--- src/hw/rtl/ksc_pkg.sv ---
`timescale 1ns / 1ps
`default_nettype none

package ksc_pkg;

	localparam int NUM_KEY_REGS = 5;
	localparam int ALPHA_SIZE   = 26;
	localparam int LETTER_W     = 5;
	localparam int CFG_IDX_W    = 3;
	localparam int CFG_DATA_W   = 5;
	localparam int CNT_W        = 3;

	// register indexes of the configuration port
	localparam logic [CFG_IDX_W-1:0] REG_KEY_LETTER_0 = 3'd0;
	localparam logic [CFG_IDX_W-1:0] REG_DIRECTION    = 3'd5;

	localparam logic DIR_ENCRYPT = 1'b0;
	localparam logic DIR_DECRYPT = 1'b1;

	localparam logic [7:0] SPACE_CODE   = 8'd6;
	localparam logic [7:0] CHAR_SPACE   = 8'h20;
	localparam logic [7:0] CHAR_UPPER_A = 8'h41;
	localparam logic [7:0] CHAR_UPPER_Z = 8'h5A;
	localparam logic [7:0] CHAR_LOWER_A = 8'h61;
	localparam logic [7:0] CHAR_LOWER_Z = 8'h7A;

	typedef logic [NUM_KEY_REGS-1:0][LETTER_W-1:0] key_set_t;

	// key summary derived from the key registers
	typedef struct packed {
		logic     valid;
		key_set_t letter;
		key_set_t thresh;
	} key_info_t;

endpackage

`default_nettype wire

--- src/hw/rtl/ksc_keymap.sv ---
`timescale 1ns / 1ps
`default_nettype none

module ksc_keymap #(
	parameter int KEY_LENGTH = 5
) (
	input  wire logic               clk,
	input  wire ksc_pkg::key_set_t  key_letter,
	output ksc_pkg::key_info_t      key_info
);
	import ksc_pkg::*;

	localparam int KEY_LEN_USED = (KEY_LENGTH > NUM_KEY_REGS) ? NUM_KEY_REGS : KEY_LENGTH;

	key_info_t info_d;
	key_info_t info_q;
	logic [CNT_W-1:0] rank;

	always_comb begin
		info_d = '0;
		info_d.valid = 1'b1;
		rank = '0;
		for (int j = 0; j < KEY_LEN_USED; j++) begin
			rank = '0;
			if (key_letter[j] >= LETTER_W'(ALPHA_SIZE))
				info_d.valid = 1'b0;
			for (int i = 0; i < KEY_LEN_USED; i++) begin
				if (i != j) begin
					if (key_letter[i] == key_letter[j])
						info_d.valid = 1'b0;
					if (key_letter[i] < key_letter[j])
						rank = rank + CNT_W'(1);
				end
			end
			info_d.letter[j] = key_letter[j];
			// unused letters below this key, when keys are distinct
			info_d.thresh[j] = key_letter[j] - LETTER_W'(rank);
		end
	end

	always_ff @(posedge clk) begin
		info_q <= info_d;
	end

	assign key_info = info_q;

endmodule

`default_nettype wire

--- src/hw/rtl/keyword_substitution_cipher.sv ---
`timescale 1ns / 1ps
`default_nettype none

// keyword substitution cipher, one byte per clock
//
// request channel: in_byte is taken at a rising edge with start high and busy
// low. busy is held low, so a new byte may follow in every cycle.
// result channel: out_byte and key_error appear for one cycle with done high,
// registered through s1 decode, s2 key compares and s3 final add and select.
// throughput is one byte per cycle; the receiver cannot stall, so there is no
// back pressure anywhere.
// configuration: cfg_we writes cfg_data into register cfg_index at the edge;
// indexes 0..4 are the key letters, 5 is the direction, higher ones are
// ignored. write only while no request is in flight. the key summary (validity,
// per-key letter and threshold) is registered from the key registers, read by s2 and s3.
// reset: arst_n clears the valid bits and loads the key a,b,c,d,e and encrypt.
// a key with repeated letters or a letter above z raises key_error and every
// byte passes through untouched.
module keyword_substitution_cipher #(
	parameter int KEY_LENGTH = 5
) (
	input  wire logic                              clk,
	input  wire logic                              arst_n,
	input  wire logic                              start,
	output      logic                              busy,
	input  wire logic [7:0]                        in_byte,
	output      logic                              done,
	output      logic [7:0]                        out_byte,
	output      logic                              key_error,
	input  wire logic                              cfg_we,
	input  wire logic [ksc_pkg::CFG_IDX_W-1:0]     cfg_index,
	input  wire logic [ksc_pkg::CFG_DATA_W-1:0]    cfg_data
);
	import ksc_pkg::*;

	localparam int KEY_LEN_USED = (KEY_LENGTH > NUM_KEY_REGS) ? NUM_KEY_REGS : KEY_LENGTH;

	// configuration registers
	key_set_t  key_q;
	logic      dir_q;
	key_info_t ki;

	always_ff @(posedge clk or negedge arst_n) begin
		if (!arst_n) begin
			for (int j = 0; j < NUM_KEY_REGS; j++)
				key_q[j] <= LETTER_W'(j);
			dir_q <= DIR_ENCRYPT;
		end else if (cfg_we) begin
			for (int j = 0; j < NUM_KEY_REGS; j++)
				if (cfg_index == REG_KEY_LETTER_0 + CFG_IDX_W'(j))
					key_q[j] <= cfg_data[LETTER_W-1:0];
			if (cfg_index == REG_DIRECTION)
				dir_q <= cfg_data[0];
		end
	end

	ksc_keymap #(
		.KEY_LENGTH (KEY_LENGTH)
	) u_keymap (
		.clk        (clk),
		.key_letter (key_q),
		.key_info   (ki)
	);

	assign busy = 1'b0;

	// stage 1: capture and decode the byte
	logic                v_s1;
	logic [7:0]          byte_s1;
	logic [LETTER_W-1:0] p_s1;
	logic                letter_s1;
	logic                space_s1;
	logic                dir_s1;

	logic                is_upper;
	logic                is_lower;

	always_comb begin
		is_upper = (in_byte >= CHAR_UPPER_A) && (in_byte <= CHAR_UPPER_Z);
		is_lower = (in_byte >= CHAR_LOWER_A) && (in_byte <= CHAR_LOWER_Z);
	end

	always_ff @(posedge clk or negedge arst_n) begin
		if (!arst_n)
			v_s1 <= 1'b0;
		else
			v_s1 <= start && !busy;
	end

	always_ff @(posedge clk) begin
		byte_s1   <= in_byte;
		letter_s1 <= is_upper || is_lower;
		space_s1  <= (in_byte == CHAR_SPACE);
		dir_s1    <= dir_q;
		// lowering folds both cases onto one alphabet index
		if (is_upper)
			p_s1 <= LETTER_W'(in_byte - CHAR_UPPER_A);
		else
			p_s1 <= LETTER_W'(in_byte - CHAR_LOWER_A);
	end

	// stage 2: compare the letter against every key letter and key threshold
	logic [LETTER_W-1:0] enc_key;
	logic [LETTER_W-1:0] k_idx;
	logic [CNT_W-1:0]    cnt;
	logic                hit;
	logic [CNT_W-1:0]    hit_idx;
	logic [CNT_W-1:0]    less;
	logic                in_key;

	always_comb begin
		enc_key = '0;
		cnt     = '0;
		hit     = 1'b0;
		hit_idx = '0;
		less    = '0;
		// position among the letters that follow the key
		k_idx   = p_s1 - LETTER_W'(KEY_LEN_USED);
		in_key  = p_s1 < LETTER_W'(KEY_LEN_USED);
		for (int j = 0; j < KEY_LEN_USED; j++) begin
			if (p_s1 == LETTER_W'(j))
				enc_key = ki.letter[j];
			// k-th unused letter is k plus the sorted keys with thresh <= k
			if (ki.thresh[j] <= k_idx)
				cnt = cnt + CNT_W'(1);
			if (ki.letter[j] == p_s1) begin
				hit     = 1'b1;
				hit_idx = CNT_W'(j);
			end
			if (ki.letter[j] < p_s1)
				less = less + CNT_W'(1);
		end
	end

	logic                v_s2;
	logic [7:0]          byte_s2;
	logic [LETTER_W-1:0] p_s2;
	logic                letter_s2;
	logic                space_s2;
	logic                dir_s2;
	logic [LETTER_W-1:0] enc_key_s2;
	logic [LETTER_W-1:0] k_s2;
	logic [CNT_W-1:0]    cnt_s2;
	logic                hit_s2;
	logic [CNT_W-1:0]    hit_idx_s2;
	logic [CNT_W-1:0]    less_s2;
	logic                in_key_s2;

	always_ff @(posedge clk or negedge arst_n) begin
		if (!arst_n)
			v_s2 <= 1'b0;
		else
			v_s2 <= v_s1;
	end

	always_ff @(posedge clk) begin
		byte_s2    <= byte_s1;
		p_s2       <= p_s1;
		letter_s2  <= letter_s1;
		space_s2   <= space_s1;
		dir_s2     <= dir_s1;
		enc_key_s2 <= enc_key;
		k_s2       <= k_idx;
		cnt_s2     <= cnt;
		hit_s2     <= hit;
		hit_idx_s2 <= hit_idx;
		less_s2    <= less;
		in_key_s2  <= in_key;
	end

	// stage 3: final index and output byte select
	logic [LETTER_W-1:0] idx;
	logic [7:0]          res;

	always_comb begin
		if (dir_s2 == DIR_DECRYPT) begin
			// a key letter maps to its key slot, others follow the key in order
			if (hit_s2)
				idx = LETTER_W'(hit_idx_s2);
			else
				idx = LETTER_W'(KEY_LEN_USED) + p_s2 - LETTER_W'(less_s2);
		end else begin
			if (in_key_s2)
				idx = enc_key_s2;
			else
				idx = k_s2 + LETTER_W'(cnt_s2);
		end
		// bad key: pass through with no lowering or space mapping
		if (!ki.valid)
			res = byte_s2;
		else if (space_s2)
			res = SPACE_CODE;
		else if (letter_s2)
			res = CHAR_LOWER_A + {3'b000, idx};
		else
			res = byte_s2;
	end

	logic       done_s3;
	logic [7:0] out_byte_s3;
	logic       key_error_s3;

	always_ff @(posedge clk or negedge arst_n) begin
		if (!arst_n)
			done_s3 <= 1'b0;
		else
			done_s3 <= v_s2;
	end

	always_ff @(posedge clk) begin
		out_byte_s3  <= res;
		key_error_s3 <= !ki.valid;
	end

	assign done      = done_s3;
	assign out_byte  = out_byte_s3;
	assign key_error = key_error_s3;

	// every result comes from a request taken earlier with start high
	a_done_has_request: assert property (@(posedge clk) disable iff (!arst_n)
		done |-> $past(start, 3))
		else $error("result without a request");

	// a bad key passes the byte through untouched
	a_bad_key_passes: assert property (@(posedge clk) disable iff (!arst_n)
		(done && key_error) |-> (out_byte == $past(in_byte, 3)))
		else $error("byte changed under a bad key");

	// a space maps to the space code under a good key
	a_space_code: assert property (@(posedge clk) disable iff (!arst_n)
		(done && !key_error && ($past(in_byte, 3) == CHAR_SPACE)) |->
		(out_byte == SPACE_CODE))
		else $error("space not mapped");

endmodule

`default_nettype wire

--- config.mk ---
export PLATFORM = sky130hd
export DESIGN_NAME = keyword_substitution_cipher
export DESIGN_NICKNAME = d
export VERILOG_FILES = /design/src/hw/rtl/ksc_pkg.sv /design/src/hw/rtl/ksc_keymap.sv /design/src/hw/rtl/keyword_substitution_cipher.sv
export SDC_FILE = /design/constraint.sdc
export NUM_CORES = 1
export LEC_CHECK = 0
export ABC_AREA = 1
export BUFFER_PORTS_ARGS = -buffer_cell sky130_fd_sc_hd__buf_2
export CELL_PAD_IN_SITES_DETAIL_PLACEMENT = 1
export CELL_PAD_IN_SITES_GLOBAL_PLACEMENT = 2
export CORE_MARGIN = 1
export CORE_UTILIZATION = 38
export DETAILED_ROUTE_END_ITERATION = 8
export GPL_TIMING_DRIVEN = 0
export PLACE_DENSITY = 0.91
export SLEW_MARGIN = 5
export SYNTH_ARGS = -nofsm -noshare
export SYNTH_HDL_FRONTEND = slang
export SYNTH_SLANG_ARGS = --single-unit
--- constraint.sdc ---
create_clock -name clk -period 4.1 [get_ports clk]
set_input_delay 0.41 -clock clk [delete_from_list [all_inputs] [get_ports clk]]
set_output_delay 0.41 -clock clk [all_outputs]
set_load 0.03 [all_outputs]
# Word level (Yosys, flattened, before mapping)

Index checks and enable logic that the tools add are counted.

Bits in registers: 142
Input port bits: 20
Output and inout bits: 11

Add/sub/neg operators: 35
Order comparisons: 40
Equality and inequality tests: 35
Mux-type cells: 47
Reductions and logical operators: 14

Operators with widths:

| cell                                                                   | count |
|---|---|
| 5-bit == test                                                          | 25 |
| 5-bit < comparator                                                     | 25 |
| 3-bit 2-to-1 mux                                                       | 25 |
| 3-bit by 1-bit adder with 3-bit output (second input constant)         | 18 |
| 5-bit 2-to-1 mux                                                       | 9 |
| 5-bit by 3-bit subtractor with 5-bit output                            | 6 |
| 5-bit >= comparator (second input constant)                            | 5 |
| 5-bit <= comparator                                                    | 5 |
| 8-bit 2-to-1 mux                                                       | 3 |
| 24-bit OR reduction                                                    | 1 |
| 8-bit by 7-bit >= comparator with 1-bit output (second input constant) | 2 |
| 8-bit by 7-bit <= comparator with 1-bit output (second input constant) | 2 |
| 2-bit AND reduction                                                    | 6 |
| 1-bit by 1-bit adder with 2-bit output (second input constant)         | 5 |
| 5-bit by 2-bit == test with 1-bit output (second input constant)       | 2 |
| 1-bit 2-to-1 mux                                                       | 10 |
| 5-bit by 1-bit subtractor with 5-bit output (second input constant)    | 2 |
| 7-bit by 5-bit adder with 8-bit output (first input constant)          | 1 |
| 8-bit by 6-bit == test with 1-bit output (second input constant)       | 1 |
| 3-bit by 2-bit == test with 1-bit output (second input constant)       | 2 |
| 3-bit == test (second input constant)                                  | 2 |
| 3-bit by 5-bit adder with 5-bit output (first input constant)          | 1 |
| 5-bit by 3-bit adder with 5-bit output                                 | 1 |
| 5-bit by 1-bit == test with 1-bit output (second input constant)       | 1 |
| other kinds (10)                                                       | 11 |

# Longest topological paths before layout

Depth after elaboration: 11
Gate-level depth with buffers: 27
Depth with buffers taken out: 27

# By module

A second synthesis with hierarchy kept.

Cell total of the unflattened synthesis: 1113
Area total of the unflattened synthesis: 8765.9 sq um

By module, submodules not included:

| module                      | instances | cells each | area an instance (sq um) | sequential area each (sq um) |
|---|---|---|---|---|
| keyword_substitution_cipher | 1         | 629        | 4997.3                   | 1973.1 |
| ksc_keymap                  | 1         | 484        | 3768.6                   | 1021.0 |

# Least setup slack after synthesis

OpenSTA, ideal clock, no wires.

Path type: register to register
Start: reg p_s1[0]
End: reg cnt_s2[2]
Library setup time: 112 ps
Data arrival time: 3496 ps
Path slack: 492 ps
Stages on the path, launching flop included: 26
Buffers on the path: 0
Clock period less this slack: 3608 ps
Cells stage by stage: dfxtp_1 > inv_1 > ha_1 > inv_1 > nor2_1 > nor2_1 > inv_1 > ha_1 > a21oi_1 > o21ai_0 > a22o_1 > o221ai_1 > nand2_1 > ha_1 > nand3_1 > nand2_2 > inv_1 > ha_1 > inv_1 > nand2_1 > and2_1 > ha_1 > inv_1 > nor2_1 > nand3_1 > nand2_1

Word-level cells in the longest chain between the ends: 11
Elaborated cells between the ends (all ways): 15
Classes of those cells: 5 x add/sub; 5 x order compare; 5 x mux

RTL lines:

| item                                            | line                               | source |
|---|---|---|
| start: declaration                              | keyword_substitution_cipher.sv:70  | `logic [LETTER_W-1:0] p_s1;` |
| start signal: assignment                        | keyword_substitution_cipher.sv:97  | `p_s1 <= LETTER_W'(in_byte - CHAR_UPPER_A);` |
| start signal: assignment                        | keyword_substitution_cipher.sv:99  | `p_s1 <= LETTER_W'(in_byte - CHAR_LOWER_A);` |
| 5-bit by 3-bit subtractor with 5-bit output (*) | keyword_substitution_cipher.sv:118 | `k_idx = p_s1 - LETTER_W'(KEY_LEN_USED);` |
| net k_idx[0]                                    | keyword_substitution_cipher.sv:104 | `logic [LETTER_W-1:0] k_idx;` |
| 5-bit <= comparator                             | keyword_substitution_cipher.sv:124 | `if (ki.thresh[j] <= k_idx)` |
| 1-bit 2-to-1 mux                                | keyword_substitution_cipher.sv:124 |  |
| 3-bit by 1-bit adder with 3-bit output          | keyword_substitution_cipher.sv:125 | `cnt = cnt + CNT_W'(1);` |
| 3-bit 2-to-1 mux                                | keyword_substitution_cipher.sv:124 |  |
| 3-bit by 1-bit adder with 3-bit output          | keyword_substitution_cipher.sv:125 |  |
| 3-bit 2-to-1 mux                                | keyword_substitution_cipher.sv:124 |  |
| 3-bit by 1-bit adder with 3-bit output          | keyword_substitution_cipher.sv:125 |  |
| 3-bit 2-to-1 mux                                | keyword_substitution_cipher.sv:124 |  |
| 3-bit by 1-bit adder with 3-bit output          | keyword_substitution_cipher.sv:125 |  |
| 3-bit 2-to-1 mux (*)                            | keyword_substitution_cipher.sv:124 |  |
| net cnt[2]                                      | keyword_substitution_cipher.sv:105 | `logic [CNT_W-1:0] cnt;` |
| end signal: assignment                          | keyword_substitution_cipher.sv:164 | `cnt_s2 <= cnt;` |
| end: declaration                                | keyword_substitution_cipher.sv:143 | `logic [CNT_W-1:0] cnt_s2;` |

Mark *: on every way through the listed nets, which the timed path passes. The rest lies on a longest branch.
A chain may end at the register's enable or synchronous reset.

==> impl_metrics.tcl <==
set metrics [dict create \
    maxCapViolCount 0 \
    worst_pin_slew_ns 0.698 \
    area_growth_pct 13.7 \
    final_layout_size_suffix_gt1_share_pct 9.17 \
    synth_seq_area_share_pct 35.5 \
    syn_area_per_cell_um2 8.17 \
    syn-num-nets 1210 \
    critPathCaptureType "register" \
    cts_tree "yes" \
    finClkSkew_ns 0.0100 \
    start_util_pct 38.7 \
    ir_drop_v 0.000325 \
    final_util_pct 44.0 \
    gp_congestion 0.817 \
    grt-ovfl-total 0 \
    cts_hold_buf 0 \
    cts_made_buffers 17 \
    dieArea_um2 22800 \
    core_area_um2 21800 \
    rr_startpoint "key_q[13]$_DFFE_PN0P_" \
    yosysWarningCount 0 \
    dp_hpwl_mm 17.0 \
    p_total_mw 7.71 \
    ioPinCount 31 \
    finalSetupViolations 0 \
    clock_latency_ns 0.43 \
    hold_viol_final 0 \
    fillers 2649 \
    synth_flop_cell "dfxtp_1" \
    holdCritPathClass "input pin to async pin" \
    finalCritPeriodShare_pct 91.9 \
    fmax_mhz 265 \
    wl_per_cell_um 15.9 \
    clock_path_buffers 2 \
    crit_fanout 6 \
    crit_required_ns 4.43 \
    row_count 54 \
    grt_pass1_vias 7166 \
    grt_pass1_wl_mm 36.2 \
    path_class "register to register" \
    cts_max_level 4 \
    maxSlewViolCount 0 \
    drt_wl_total_mm 22.0 \
    grt_usage_pct 20.9 \
    outcome "complete, no violations" \
    finalNetCount 1264 \
    final_antenna_net_count 0 \
    synth-edff-count 0 \
    yosys_register_bits 142 \
    ys_types 48 \
    first_pass_iters 4 \
    port_buffers 29 \
    drc 0 \
    avgViaCountPerCell 5.02 \
    p_leak_nw 4.90 \
    startpoint "key_q[13]$_DFFE_PN0P_" \
    clkTransAtPathRegs_ns 0.06 \
    start_kind "register" \
    vias 6935 \
    grt_max_degree 30 \
    antenna_found_initial 0 \
    slew_headroom_pct 53.1 \
    die_w_um 151 \
    synth_area_um2 8450 \
    synthArstFlopShare_pct 20.4 \
    synth_cells 1034 \
    drt_iter0_drc 280 \
    cts.sinks 142 \
    finalCriticalPeriod_ns 3.77 \
    chipHeight_um 151 \
    power_density_nw_per_um2 803 \
    cp.arrival_ns 4.10 \
    cts_root_buf "clkbuf_16" \
]
Yosys cell counts, types with 11 or more instances:
library cell | instances | area share [%]
dfrtp_1 | 24 | 7.1
dfxtp_1 | 113 | 27
nand2_1 | 232 | 10
nor3_1 | 14 | 0.83
xnor2_1 | 11 | 1.1
o211ai_1 | 11 | 0.98
inv_1 | 162 | 7.2
a21oi_1 | 49 | 2.9
o21ai_0 | 57 | 3.4
ha_1 | 149 | 22
nor2_1 | 44 | 2.0
nand3_1 | 62 | 3.7
xor2_1 | 24 | 2.5
worst max-delay path: stages, from the launching register on:
cell     delay (ns)
dfrtp_1        0.51
inv_1          0.21
ha_1           0.31
nand2_1        0.08
nor2_1         0.06
a21oi_1        0.21
inv_1          0.09
nand2_1        0.13
inv_1          0.08
ha_1           0.32
inv_1          0.06
nand2_1        0.04
nand2_1        0.13
inv_1          0.05
ha_1           0.26
o21ai_0        0.17
fa_1           0.47
a211o_1        0.28
xor2_1         0.20
state kept, by name, indices dropped and copies added, names as in the netlist, 3 cells and up:
register	flops
p_s2	5
key_q	25
k_s2	5
less_s2	3
byte_s1	8
enc_key_s2	5
p_s1	5
byte_s2	8
hit_idx_s2	3
u_keymap.key_info	51
out_byte	8
cnt_s2	3
path summary, 6_finish.rpt:
check / cells past startpoint / end / slack (ns)
setup reg to reg: 18 / u_keymap.key_info[9]$_DFF_P_ / 0.33
hold / removal: 1 / key_q[2]$_DFFE_PN0P_ / 0.01
setup / recovery: 18 / u_keymap.key_info[9]$_DFF_P_ / 0.33
min in group clk: 1 / v_s1$_DFF_PN0_ / 0.09
max in group asynchronous: 1 / key_q[14]$_DFFE_PN0P_ / 3.63
hold reg to reg: 0 / byte_s2[1]$_DFF_P_ / 0.33
through the flow:
step,setup TNS [ns],instance area [um2],hold slack [ns],cells,setup WS (ns)
2_1_floorplan,0,8450,0.114,1034,0.492
3_3_place_gp,-0.595,8940,0.311,1343,-0.310
3_5_place_dp,-0.726,8940,0.316,1343,-0.380
4_1_cts,0,9550,0.0186,1376,0.0352
5_1_grt,-0.0154,9600,0.0506,1381,-0.0154
6_report,0,9600,0.0135,1382,0.331
layout by cell type, fill, tap and decap left out, types with 3 or more instances in the layout:
master	count
a211oi_1	3
a21oi_1	49
buf_2	29
buf_4	7
clkbuf_16	17
clkinvlp_4	3
dfrtp_1	22
dfstp_2	5
dfxtp_1	111
fa_1	7
ha_1	148
inv_1	159
inv_2	4
inv_4	3
inv_6	4
nand2_1	232
nand2_2	7
nand3_1	61
nand3b_1	5
nand4_1	10
nor2_1	43
nor2_2	3
nor3_1	14
nor3b_1	4
o211ai_1	11
o21ai_0	56
o21ai_1	3
or2_2	3
xnor2_1	11
xor2_1	24
metal layers:
layer / global-route usage, % / vias up / part of all wire, %
li1: - / 3496 / -
met1: 25.0 / 3336 / 45
met2: 37.8 / 76 / 51
met3: 3.22 / 27 / 2.1
met4: 7.35 / 0 / 2.0
met5: 0 / - / 0
what timing repair did:
item / CTS / global route
gates resized for setup: 4 / 9
setup endpoints to repair: 2 / 4
cloned: 0 / 0
pin swaps: 0 / 1
setup buffers: 1 / 5
cell type report:
class / instances / area [um2] / area share (%)
inverter: 166 / 632 / 6.58
clock inverter: 11 / 130 / 1.36
antenna: 1 / 2.50 / 0.0261
tap: 280 / 350 / 3.65
clock buffer: 21 / 460 / 4.79
multi-input combinational: 725 / 4830 / 50.3
buffer: 1 / 7.51 / 0.0782
timing repair buffer: 35 / 190 / 1.98
sequential: 142 / 3000 / 31.3
power by group:
group,internal (mW),switching [mW]
clock network,0.936,0.617
registers,1.79,0.282
logic,1.64,2.44
kinds of logic (layout without fill, tap and decap cells):
group | after synthesis | after routing | share of synthesized area (%)
other | 1 | 2 | 0.0444
buffers and inverters | 167 | 234 | 7.50
AND/OR/NAND/NOR | 392 | 392 | 20.0
AO/OA/AOI/OAI | 138 | 138 | 9.22
multiplexers | 2 | 2 | 0.237
flip-flops | 142 | 142 | 35.5
adder cells (fa/ha/maj) | 156 | 156 | 23.7
XOR/XNOR | 36 | 36 | 3.82
(Power assumes the default switching activity.)
